[src/rtl/ectc_pkg.sv]
// ----------------------------------------------------------------------------
// ectc_pkg
// Shared types and constants for the epoch nanosecond to calendar converter.
// ----------------------------------------------------------------------------
package ectc_pkg;

    localparam int IN_W      = 64;
    localparam int OUT_W     = 88;
    localparam int NUM_W     = 32;
    localparam int DIVISOR_W = 21;
    localparam int RECIP_W   = 27;
    localparam int DIGIT_W   = 11;
    localparam int NS_LOW_W  = 9;
    localparam int SECS_W    = 35;
    localparam int DAYS32_W  = 16;

    // divisor and floor(2^32 / divisor) for each constant division
    // nanoseconds are split as 2^9 x 5^9, seconds per day as 2^7 x 675
    localparam logic [DIVISOR_W-1:0] NS_DIGIT_D = 21'd1953125;
    localparam logic [RECIP_W-1:0]   NS_DIGIT_M = 27'd2199;
    localparam logic [DIVISOR_W-1:0] DAY_HI_D   = 21'd675;
    localparam logic [RECIP_W-1:0]   DAY_HI_M   = 27'd6362914;
    localparam logic [DIVISOR_W-1:0] HOUR_D     = 21'd3600;
    localparam logic [RECIP_W-1:0]   HOUR_M     = 27'd1193046;
    localparam logic [DIVISOR_W-1:0] MIN_D      = 21'd60;
    localparam logic [RECIP_W-1:0]   MIN_M      = 27'd71582788;
    localparam logic [DIVISOR_W-1:0] DATE_D     = 21'd86400;
    localparam logic [RECIP_W-1:0]   DATE_M     = 27'd49710;

    localparam logic [2:0] NS_LAST_DIGIT = 3'd4;

    localparam logic [11:0] FIRST_YEAR     = 12'd1970;
    localparam logic [1:0]  FIRST_YEAR_M4  = 2'd2;
    localparam logic [6:0]  FIRST_YEAR_M100 = 7'd70;
    localparam logic [8:0]  FIRST_YEAR_M400 = 9'd370;
    localparam logic [8:0]  DAYS_LEAP_YEAR = 9'd366;
    localparam logic [8:0]  DAYS_YEAR      = 9'd365;
    localparam logic [4:0]  DAYS_FEB_LEAP  = 5'd29;
    localparam logic [3:0]  MONTH_FEB      = 4'd1;

    typedef enum logic [2:0] {
        ST_IDLE,
        ST_GO,
        ST_WAIT,
        ST_YEAR,
        ST_MONTH,
        ST_OUT
    } ectc_state_t;

    typedef enum logic [2:0] {
        OP_NS,
        OP_DAYS,
        OP_HOUR,
        OP_MIN,
        OP_DATE
    } div_op_t;

    typedef struct packed {
        logic    load_in;
        logic    div_start;
        logic    div_cap;
        div_op_t op;
        logic    year_step;
        logic    month_step;
        logic    load_out;
    } ectc_cmd_t;

    typedef struct packed {
        logic div_done;
        logic ns_last;
        logic year_done;
        logic month_done;
    } ectc_sts_t;

    function automatic logic [4:0] month_len(input logic [3:0] month, input logic leap);
        logic [4:0] len;
        unique case (month)
            4'd0:      len = 5'd31;
            MONTH_FEB: len = leap ? DAYS_FEB_LEAP : 5'd28;
            4'd2:      len = 5'd31;
            4'd3:      len = 5'd30;
            4'd4:      len = 5'd31;
            4'd5:      len = 5'd30;
            4'd6:      len = 5'd31;
            4'd7:      len = 5'd31;
            4'd8:      len = 5'd30;
            4'd9:      len = 5'd31;
            4'd10:     len = 5'd30;
            4'd11:     len = 5'd31;
            default:   len = 5'd31;
        endcase
        return len;
    endfunction

endpackage

[src/rtl/ectc_div.sv]
// ----------------------------------------------------------------------------
// ectc_div
// Constant divider for dividends up to 32 bits by reciprocal multiplication.
// The high half of dividend x floor(2^32 / divisor) is low by at most one, so
// a multiply back and one compare and subtract settle it. done pulses after
// start has passed through the estimate, back, fix and done registers.
// ----------------------------------------------------------------------------
module ectc_div (
    input  logic                             aclk,
    input  logic                             aresetn,
    input  logic                             start,
    input  logic [ectc_pkg::NUM_W-1:0]       dividend,
    input  logic [ectc_pkg::DIVISOR_W-1:0]   divisor,
    input  logic [ectc_pkg::RECIP_W-1:0]     recip,
    output logic                             done,
    output logic [ectc_pkg::NUM_W-1:0]       quotient,
    output logic [ectc_pkg::DIVISOR_W-1:0]   remainder
);
    import ectc_pkg::*;

    logic                     est_reg;
    logic                     back_reg;
    logic                     fix_reg;
    logic                     done_reg;
    logic [NUM_W-1:0]         num_reg;
    logic [DIVISOR_W-1:0]     div_reg;
    logic [RECIP_W-1:0]       recip_reg;
    logic [NUM_W-1:0]         quo_reg;
    logic [NUM_W-1:0]         rem_reg;
    logic [NUM_W+RECIP_W-1:0] prod;
    logic [NUM_W-1:0]         div_wide;
    logic [NUM_W-1:0]         quo_back;
    logic                     fits;

    always_comb begin
        div_wide = {{(NUM_W-DIVISOR_W){1'b0}}, div_reg};
        prod     = {{RECIP_W{1'b0}}, num_reg} * {{NUM_W{1'b0}}, recip_reg};
        // never exceeds the dividend, so 32 bits hold it
        quo_back = quo_reg * div_wide;
        fits     = (rem_reg >= div_wide);
    end

    always_ff @(posedge aclk) begin
        if (!aresetn) begin
            est_reg  <= 1'b0;
            back_reg <= 1'b0;
            fix_reg  <= 1'b0;
            done_reg <= 1'b0;
        end else begin
            est_reg  <= start;
            back_reg <= est_reg;
            fix_reg  <= back_reg;
            done_reg <= fix_reg;
        end
    end

    always_ff @(posedge aclk) begin
        if (start) begin
            num_reg   <= dividend;
            div_reg   <= divisor;
            recip_reg <= recip;
        end else if (est_reg) begin
            quo_reg <= {{(NUM_W-RECIP_W){1'b0}}, prod[NUM_W+RECIP_W-1:NUM_W]};
        end else if (back_reg) begin
            rem_reg <= num_reg - quo_back;
        end else if (fix_reg && fits) begin
            quo_reg <= quo_reg + 32'd1;
            rem_reg <= rem_reg - div_wide;
        end
    end

    assign done      = done_reg;
    assign quotient  = quo_reg;
    assign remainder = rem_reg[DIVISOR_W-1:0];

endmodule

[src/rtl/ectc_dp.sv]
// ----------------------------------------------------------------------------
// ectc_dp
// Datapath: shared divider, time-of-day fields, year and month walk and the
// output register.
// ----------------------------------------------------------------------------
module ectc_dp (
    input  logic                        aclk,
    input  logic                        aresetn,
    input  ectc_pkg::ectc_cmd_t         cmd,
    output ectc_pkg::ectc_sts_t         sts,
    input  logic [ectc_pkg::IN_W-1:0]   ns_in,
    output logic [ectc_pkg::OUT_W-1:0]  out_data
);
    import ectc_pkg::*;

    logic [NUM_W-1:0]     div_dividend;
    logic [DIVISOR_W-1:0] div_divisor;
    logic [RECIP_W-1:0]   div_recip;
    logic                 div_done;
    logic [NUM_W-1:0]     div_quo;
    logic [DIVISOR_W-1:0] div_rem;

    logic [IN_W-1:0]      ns_reg;
    logic [NS_LOW_W-1:0]  lo_reg;
    logic [2:0]           dig_reg;
    logic [DIVISOR_W-1:0] rem_reg;
    logic [SECS_W-1:0]    secs_reg;
    logic [16:0]          tod_reg;
    logic [11:0]          mrem_reg;
    logic [5:0]           sec_reg;
    logic [5:0]           min_reg;
    logic [4:0]           hour_reg;
    logic [17:0]          dcount_reg;
    logic [DAYS32_W-1:0]  days_reg;
    logic [11:0]          year_reg;
    logic [1:0]           m4_reg;
    logic [6:0]           m100_reg;
    logic [8:0]           m400_reg;
    logic [3:0]           month_reg;
    logic [OUT_W-1:0]     out_reg;

    logic [29:0]          nsec;
    logic                 leap;
    logic [8:0]           ylen;
    logic [4:0]           mlen;
    logic                 year_done;
    logic                 month_done;
    logic [3:0]           month_out;
    logic [4:0]           dom_out;

    ectc_div u_div (
        .aclk      (aclk),
        .aresetn   (aresetn),
        .start     (cmd.div_start),
        .dividend  (div_dividend),
        .divisor   (div_divisor),
        .recip     (div_recip),
        .done      (div_done),
        .quotient  (div_quo),
        .remainder (div_rem)
    );

    // nanoseconds over 2^9 go through 5^9 one 11-bit digit at a time, top first
    always_comb begin
        unique case (cmd.op)
            OP_NS: begin
                div_dividend = {rem_reg, ns_reg[IN_W-1 -: DIGIT_W]};
                div_divisor  = NS_DIGIT_D;
                div_recip    = NS_DIGIT_M;
            end
            OP_DAYS: begin
                div_dividend = {4'd0, secs_reg[SECS_W-1:7]};
                div_divisor  = DAY_HI_D;
                div_recip    = DAY_HI_M;
            end
            OP_HOUR: begin
                div_dividend = {15'd0, tod_reg};
                div_divisor  = HOUR_D;
                div_recip    = HOUR_M;
            end
            OP_MIN: begin
                div_dividend = {20'd0, mrem_reg};
                div_divisor  = MIN_D;
                div_recip    = MIN_M;
            end
            OP_DATE: begin
                div_dividend = secs_reg[31:0];
                div_divisor  = DATE_D;
                div_recip    = DATE_M;
            end
            default: begin
                div_dividend = {rem_reg, ns_reg[IN_W-1 -: DIGIT_W]};
                div_divisor  = NS_DIGIT_D;
                div_recip    = NS_DIGIT_M;
            end
        endcase
    end

    always_comb begin
        nsec       = {rem_reg, lo_reg};
        leap       = (m4_reg == 2'd0) && ((m100_reg != 7'd0) || (m400_reg == 9'd0));
        ylen       = leap ? DAYS_LEAP_YEAR : DAYS_YEAR;
        mlen       = month_len(month_reg, leap);
        year_done  = (days_reg < {7'd0, ylen});
        month_done = (days_reg < {11'd0, mlen});
        month_out  = month_reg + 4'd1;
        dom_out    = days_reg[4:0] + 5'd1;
    end

    always_ff @(posedge aclk) begin
        if (cmd.load_in) begin
            ns_reg   <= ns_in;
            lo_reg   <= ns_in[NS_LOW_W-1:0];
            dig_reg  <= '0;
            rem_reg  <= '0;
            secs_reg <= '0;
        end else if (cmd.div_cap) begin
            unique case (cmd.op)
                OP_NS: begin
                    rem_reg  <= div_rem;
                    secs_reg <= {secs_reg[SECS_W-DIGIT_W-1:0], div_quo[DIGIT_W-1:0]};
                    ns_reg   <= {ns_reg[IN_W-DIGIT_W-1:0], {DIGIT_W{1'b0}}};
                    dig_reg  <= dig_reg + 3'd1;
                end
                // remainder of the day rebuilt from the 675 remainder and low bits
                OP_DAYS: begin
                    dcount_reg <= div_quo[17:0];
                    tod_reg    <= {div_rem[9:0], secs_reg[6:0]};
                end
                OP_HOUR: begin
                    hour_reg <= div_quo[4:0];
                    mrem_reg <= div_rem[11:0];
                end
                OP_MIN: begin
                    min_reg <= div_quo[5:0];
                    sec_reg <= div_rem[5:0];
                end
                OP_DATE: begin
                    days_reg  <= div_quo[DAYS32_W-1:0];
                    year_reg  <= FIRST_YEAR;
                    m4_reg    <= FIRST_YEAR_M4;
                    m100_reg  <= FIRST_YEAR_M100;
                    m400_reg  <= FIRST_YEAR_M400;
                    month_reg <= '0;
                end
                default: dig_reg <= dig_reg;
            endcase
        end else if (cmd.year_step && !year_done) begin
            days_reg <= days_reg - {7'd0, ylen};
            year_reg <= year_reg + 12'd1;
            m4_reg   <= m4_reg + 2'd1;
            m100_reg <= (m100_reg == 7'd99) ? 7'd0 : m100_reg + 7'd1;
            m400_reg <= (m400_reg == 9'd399) ? 9'd0 : m400_reg + 9'd1;
        end else if (cmd.month_step && !month_done) begin
            days_reg  <= days_reg - {11'd0, mlen};
            month_reg <= month_reg + 4'd1;
        end
    end

    // fields from the highest bit down
    always_ff @(posedge aclk) begin
        if (cmd.load_out) begin
            out_reg <= {2'b00, dom_out, month_out, year_reg, dcount_reg,
                        hour_reg, min_reg, sec_reg, nsec};
        end
    end

    assign sts.div_done   = div_done;
    assign sts.ns_last    = (dig_reg == NS_LAST_DIGIT);
    assign sts.year_done  = year_done;
    assign sts.month_done = month_done;
    assign out_data       = out_reg;

endmodule

[src/rtl/ectc_ctrl.sv]
// ----------------------------------------------------------------------------
// ectc_ctrl
// Controller: sequences the divisions, the year and month walk and the
// output handshake.
// ----------------------------------------------------------------------------
module ectc_ctrl (
    input  logic                 aclk,
    input  logic                 aresetn,
    input  logic                 s_tvalid,
    output logic                 s_tready,
    output logic                 m_tvalid,
    input  logic                 m_tready,
    input  ectc_pkg::ectc_sts_t  sts,
    output ectc_pkg::ectc_cmd_t  cmd
);
    import ectc_pkg::*;

    ectc_state_t state_reg, state_next;
    div_op_t     op_reg, op_next;
    logic        out_valid_reg, out_valid_next;

    always_ff @(posedge aclk) begin
        if (!aresetn) begin
            state_reg     <= ST_IDLE;
            op_reg        <= OP_NS;
            out_valid_reg <= 1'b0;
        end else begin
            state_reg     <= state_next;
            op_reg        <= op_next;
            out_valid_reg <= out_valid_next;
        end
    end

    always_comb begin
        state_next     = state_reg;
        op_next        = op_reg;
        cmd            = '0;
        cmd.op         = op_reg;
        s_tready       = 1'b0;
        out_valid_next = out_valid_reg && !m_tready;
        unique case (state_reg)
            ST_IDLE: begin
                s_tready = 1'b1;
                if (s_tvalid) begin
                    cmd.load_in = 1'b1;
                    op_next     = OP_NS;
                    state_next  = ST_GO;
                end
            end
            ST_GO: begin
                cmd.div_start = 1'b1;
                state_next    = ST_WAIT;
            end
            ST_WAIT: begin
                if (sts.div_done) begin
                    cmd.div_cap = 1'b1;
                    state_next  = ST_GO;
                    unique case (op_reg)
                        OP_NS: begin
                            if (sts.ns_last) begin
                                op_next = OP_DAYS;
                            end
                        end
                        OP_DAYS: op_next = OP_HOUR;
                        OP_HOUR: op_next = OP_MIN;
                        OP_MIN:  op_next = OP_DATE;
                        OP_DATE: state_next = ST_YEAR;
                        default: state_next = ST_IDLE;
                    endcase
                end
            end
            ST_YEAR: begin
                cmd.year_step = 1'b1;
                if (sts.year_done) begin
                    state_next = ST_MONTH;
                end
            end
            ST_MONTH: begin
                cmd.month_step = 1'b1;
                if (sts.month_done) begin
                    state_next = ST_OUT;
                end
            end
            ST_OUT: begin
                // output register frees up when empty or being drained
                if (!out_valid_reg || m_tready) begin
                    cmd.load_out   = 1'b1;
                    out_valid_next = 1'b1;
                    state_next     = ST_IDLE;
                end
            end
            default: begin
                state_next = ST_IDLE;
            end
        endcase
    end

    assign m_tvalid = out_valid_reg;

endmodule

[src/rtl/epoch_ns_to_calendar.sv]
// ----------------------------------------------------------------------------
// epoch_ns_to_calendar
// Converts nanoseconds since 1970-01-01 UTC into time of day, day count and
// Gregorian date.
//
//   channel   dir  bits  contents
//   s_*       in   64    nanoseconds
//   m_*       out  88    nanosecond_part, second, minute, hour, day_count,
//                        year, month, day_of_month
//
// One item at a time; nine reciprocal divisions (five digits for the seconds,
// then day, hour, minute and the 32-bit date days), then a walk of one year
// per step from 1970 and of one month per step, then a load of the output
// register; no new item is accepted before that load. A result not yet taken
// stalls the next load.
// Reset is synchronous, active low, and clears the controller and divider.
// ----------------------------------------------------------------------------
module epoch_ns_to_calendar (
    input  logic        aclk,
    input  logic        aresetn,
    input  logic        s_tvalid,
    output logic        s_tready,
    input  logic [63:0] s_tdata,   // nanoseconds [63:0]
    output logic        m_tvalid,
    input  logic        m_tready,
    // nanosecond_part [29:0], second [35:30], minute [41:36], hour [46:42],
    // day_count [64:47], year [76:65], month [80:77], day_of_month [85:81]
    output logic [87:0] m_tdata
);
    import ectc_pkg::*;

    ectc_cmd_t cmd;
    ectc_sts_t sts;

    ectc_ctrl u_ctrl (
        .aclk     (aclk),
        .aresetn  (aresetn),
        .s_tvalid (s_tvalid),
        .s_tready (s_tready),
        .m_tvalid (m_tvalid),
        .m_tready (m_tready),
        .sts      (sts),
        .cmd      (cmd)
    );

    ectc_dp u_dp (
        .aclk     (aclk),
        .aresetn  (aresetn),
        .cmd      (cmd),
        .sts      (sts),
        .ns_in    (s_tdata),
        .out_data (m_tdata)
    );

`ifndef SYNTHESIS
    // a division never completes the cycle after it starts
    assert property (@(posedge aclk) disable iff (!aresetn)
        cmd.div_start |=> !sts.div_done)
        else $error("divider finished right after start");

    // every completed division is captured by the waiting state
    assert property (@(posedge aclk) disable iff (!aresetn)
        sts.div_done |-> cmd.div_cap)
        else $error("division result dropped");

    // an accepted transfer closes the input until its result is loaded
    assert property (@(posedge aclk) disable iff (!aresetn)
        (s_tvalid && s_tready) |=> !s_tready)
        else $error("input reopened during conversion");

    // loading the output register always presents a result
    assert property (@(posedge aclk) disable iff (!aresetn)
        cmd.load_out |=> m_tvalid)
        else $error("loaded result not presented");
`endif

endmodule
[config.mk]
export PLATFORM = sky130hd
export DESIGN_NAME = epoch_ns_to_calendar
export DESIGN_NICKNAME = d
export VERILOG_FILES = /design/src/rtl/ectc_pkg.sv /design/src/rtl/ectc_div.sv /design/src/rtl/ectc_dp.sv /design/src/rtl/ectc_ctrl.sv /design/src/rtl/epoch_ns_to_calendar.sv
export SDC_FILE = /design/constraint.sdc
export NUM_CORES = 2
export LEC_CHECK = 0
export BUFFER_PORTS_ARGS = -buffer_cell sky130_fd_sc_hd__buf_2
export CORE_UTILIZATION = 45
export CTS_BUF_LIST = sky130_fd_sc_hd__clkbuf_16
export CTS_CLUSTER_SIZE = 20
export DETAILED_ROUTE_END_ITERATION = 7
export SLEW_MARGIN = 5
export SYNTH_ARGS = -nofsm -noshare
export SYNTH_HDL_FRONTEND = slang
export SYNTH_SLANG_ARGS = --single-unit
[constraint.sdc]
create_clock -name aclk -period 16.9 [get_ports aclk]
set_input_delay 3.38 -clock aclk [delete_from_list [all_inputs] [get_ports aclk]]
set_output_delay 3.38 -clock aclk [all_outputs]
set_load 0.005 [all_outputs]
# == Yosys cells after proc, flatten, opt, wreduce, memory -nomap -nowiden ==
# Cells that the tools add are included.
# totals
register_bits,487
input_bits,68
# op_classes
eq_ne,27
addsub,12
n_reduce_logical,38
mul,2
order_cmp,3
bitwise,3
mux,60
# op_table
operator,n
$mux W64,3
$mux W32,4
$pmux W32 S4,1
$pmux W27 S4,1
$pmux W21 S4,1
$mux W16,4
$mul A32 B27 Y59,1
$mux W12,3
$mux W9,4
$add A32 B1 Y32 const B,1
$ge A32 B21 Y1,1
$mul A32 B21 Y32,1
$sub A32 B21 Y32,1
$sub A32 B32 Y32,1
$mux W7,4
$mux W27,1
$mux W3,8
$reduce_and A3 Y1,7
$pmux W3 S6,1
$lt A16 B5 Y1,1
$lt A16 B9 Y1,1
$mux W4,4
$sub A16 B5 Y16,1
$sub A16 B9 Y16,1
40 further kinds,89

# == Depth between registers and ports, before layout ==
# logic_depth
ltp_word,11
mapped_depth,28
mapped_depth_nobuf,25

# == Hierarchy ==
# From an unflattened synthesis, not the netlist that was laid out.
# hier_totals
hier_cells,6362
area_unflattened_um2,62612.6
# modules_own_cells
mod,area_each_um2,cells_each,instances
ectc_div,48388.9,5253,1
ectc_dp,13749.4,1055,1
ectc_ctrl,474.2,54,1

# == Worst setup path after synthesis ==
# OpenSTA, ideal clock, no wires.
# synth_path
path_kind,input to register
start,input m_tready
end,"register u_dp.out_reg[0] (netlist: u_dp.out_data[0]), enable pin"
required_time_ns,16.359
arrival_time_ns,7.322
stages,2
setup_time_ns,0.541
path_slack_ns,9.037
n_path_buf,0
cell_sequence,nand2b_1 > nor2b_1
# synth_lines
element,line,rtl
start: declaration,epoch_ns_to_calendar.sv:25,"input logic m_tready,"
end signal: assignment,ectc_dp.sv:163,"out_reg <= {2'b00, dom_out, month_out, year_reg, dcount_reg,"
end: declaration,ectc_dp.sv:40,logic [OUT_W-1:0] out_reg;

==> run_results.csv <==
group,metric,value,unit
place,dpl_cell_area,0.0595,mm²
cts,cts_tree,"built",
floorplanning,placementRows,130,
critical_path,arrival,9120,ps
route,ant_nets,0,
critical_path,r2r-start,"u_dp.u_div.div_reg[1]",
critical_path,r2r-end,"u_dp.u_div.quotient[22]",
worst_hold_path,min_delay_worst_endpoint,"u_dp.out_data[34]",
yosys,yosys.area_share.simple,0.115,
finish,final_cell_mix,"inv_1 (1435), fa_1 (972), nand2_1 (601)",
cts,cts-htree-levels,2,
cts,ctsLongestPathBuffers,3,
route,wl_per_cell,23.7,µm
place,gp_congestion,1.01,
finish,design_area,0.0613,mm²
grt,gr-usage-all-layers,0.286,
outcome,status,"completed",
critical_path,worstPathCellList,"buf_4, inv_1, buf_4, nor2_1, fa_1, fa_1, inv_1, fa_1, fa_1, inv_1, fa_1, fa_1, inv_1, fa_1, inv_1, ha_1, and4_1, a221oi_1, o22a_1, and2_1, o31ai_1, a311oi_1, xor2_1, a21oi_1",
sta,final.min_clock_period,8730,ps
cts,post_cts_buffers,0,
critical_path,crit_buf_inv,7,
finish,drive_gt1_frac,0.0690,
grt,grt_pass1_wl,268,mm
yosys,ys_top_cells_by_area,"fa_1 (34%), edfxtp_1 (20%), ha_1 (9.7%)",
critical_path,endpoint_kind,"register",
sta,hold_violations,0,
grt,antenna_found_initial,14,
route,vias,40000,
sta,finalMaxSlewViolations,0,
finish,layout_commonest_cell,"inv_1",
place,dp_hpwl,143,mm
grt,grt_pass1_vias,42500,
yosys,ys_ff_latch,457,
critical_path,critPathLaunchType,"register",
critical_path,cp.required,17290,ps
place,portBuffers,155,
sta,fin_skew,78.6,ps
sta,rsz0062_at_grt,"false",
grt,grt_remaining_overflow,0,
floorplanning,ios,158,
yosys,postSynthAreaPerCell,9.93,µm²
critical_path,max_stage_delay,1000,ps
critical_path,cpMostUsedCell,"fa_1",
yosys,synth_edf_count,387,
yosys,yosys_warnings,0,
finish,area_growth,7.69,%
sta,finalCritPeriodShare,0.517,
sta,worstMarginPinSlew,1240,ps
yosys,yosysUniqueCellTypes,78,
cts,cts_buffers,51,
route,vias_per_cell,5.35,
critical_path,reg2reg_depth,24,
sta,slew_headroom,0.174,
floorplanning,die_h,358,µm
sta,setup_violations,0,
sta,final.setup.tns,0,ps
critical_path,path_class,"register to register",
critical_path,crit_family,"adder cells",
route,drt-initial-drc-count,3568,
yosys,synth-xor-area-share,0.0331,
route,drt_wl_total,177,mm
cts,cts_resized,0,
cts,cts-root-buf,"clkbuf_16",
floorplanning,initial_core_util,0.453,
yosys,yosys.area_share.adder,0.439,
yosys,syn-cell-area,0.0569,mm²
floorplanning,die_w,358,µm
yosys,synth_top_family_by_area,"adder cells",
route,drc,0,
cts,clock_latency,650,ps
cts,hold_buffers,0,
cts,clock-sinks,457,
critical_path,cp_slowest_cell,"a221oi_1",
sta,fmax,114,MHz
finish,largest_reg_flops,86,
worst_hold_path,hold_path_depth,0,
critical_path,r2r_setup_slack,8170,ps
yosys,synth_flop_cell,"edfxtp_1",
yosys,synth_mux_area_frac,0.0204,
yosys,synth_top_cell_area_share,0.342,
floorplanning,coreArea,0.126,mm²
route,first_pass_iters,6,
critical_path,critical_path.max_fanout,42,
cts,clk_pin_slew,80,ps
yosys,seq_area_frac_synth,0.229,
worst_hold_path,hold_start,"u_dp.sec_reg[4]",
yosys,netlist_instances,5731,
yosys,yosys.area.top_type,"fa_1",
floorplanning,dieArea,0.128,mm²
yosys,synth_compound_area_frac,0.0535,
grt,grt_max_degree,91,
yosys,synthArstFlopShare,0,
worst_hold_path,hold_path.class,"register to register",
finish,fin_nets,7266,
job,drv_cap,0,
## logic make-up after synthesis
family,count (synthesis)
compound gates,485
xor+xnor,215
fa+ha+maj,1413
buf+inv,1664
flops,457
mux,100
other cells,1
simple gates,1396
## Yosys cell counts (all sizes together), types with 20 or more instances
library cell and number:
a21o 41, a21oi 191, and2 314, and3 38, clkbuf 215, dfxtp 70, edfxtp 387, fa 972
ha 441, inv 1431, mux2 56, mux2i 37, nand2 601, nand3 49, nand4 20, nor2 261
nor3 28, o21ai 101, xnor2 123, xor2 92
## routing by layer
| metal | vias up | wire, µm | GRT usage |
|---|---|---|---|
| li1 | 17600 | - | - |
| met1 | 20300 | 69400 | 0.369 |
| met2 | 1750 | 82200 | 0.464 |
| met3 | 380 | 16300 | 0.0579 |
| met4 | 10 | 9430 | 0.131 |
| met5 | - | 58 | 0 |
## layout make-up
class / count / area (µm²)
Tap cell: 1650 / 2060
Multi-Input combinational cell: 3611 / 37700
Timing Repair Buffer: 231 / 1350
Inverter: 1433 / 5380
Clock buffer: 51 / 1280
Clock inverter: 45 / 498
Fill cell: 11900 / 64300
Sequential cell: 457 / 13000
Antenna cell: 3 / 7.51
## worst max-delay path by stage
stage / from / end / slack (ps) / cells after the start
2_1_floorplan: m_tready / u_dp.out_data[0] / 9040 / 2
3_3_place_gp: u_dp.u_div.div_reg[4] / u_dp.u_div.quotient[22] / 8370 / 24
3_5_place_dp: u_dp.u_div.div_reg[4] / u_dp.u_div.quotient[22] / 8350 / 23
4_1_cts: u_dp.u_div.div_reg[1] / u_dp.u_div.quotient[4] / 8360 / 23
5_1_grt: u_dp.u_div.div_reg[1] / u_dp.u_div.quotient[22] / 7820 / 25
6_report: u_dp.u_div.div_reg[1] / u_dp.u_div.quotient[22] / 8170 / 24
## per-stage QoR
stage          worst slack, ps  hold WS [ps]   util  std cells
2_1_floorplan             9040           400      -       5732
3_3_place_gp              8370           403  0.474       7382
3_5_place_dp              8350           405  0.474       7382
4_1_cts                   8360           383  0.488       7478
5_1_grt                   7820           391  0.488       7478
6_report                  8170           383  0.488       7481
Power is left out: the tool's default activity adds up to more than one toggle a clock period on the data nets, which glitch-free logic cannot reach.
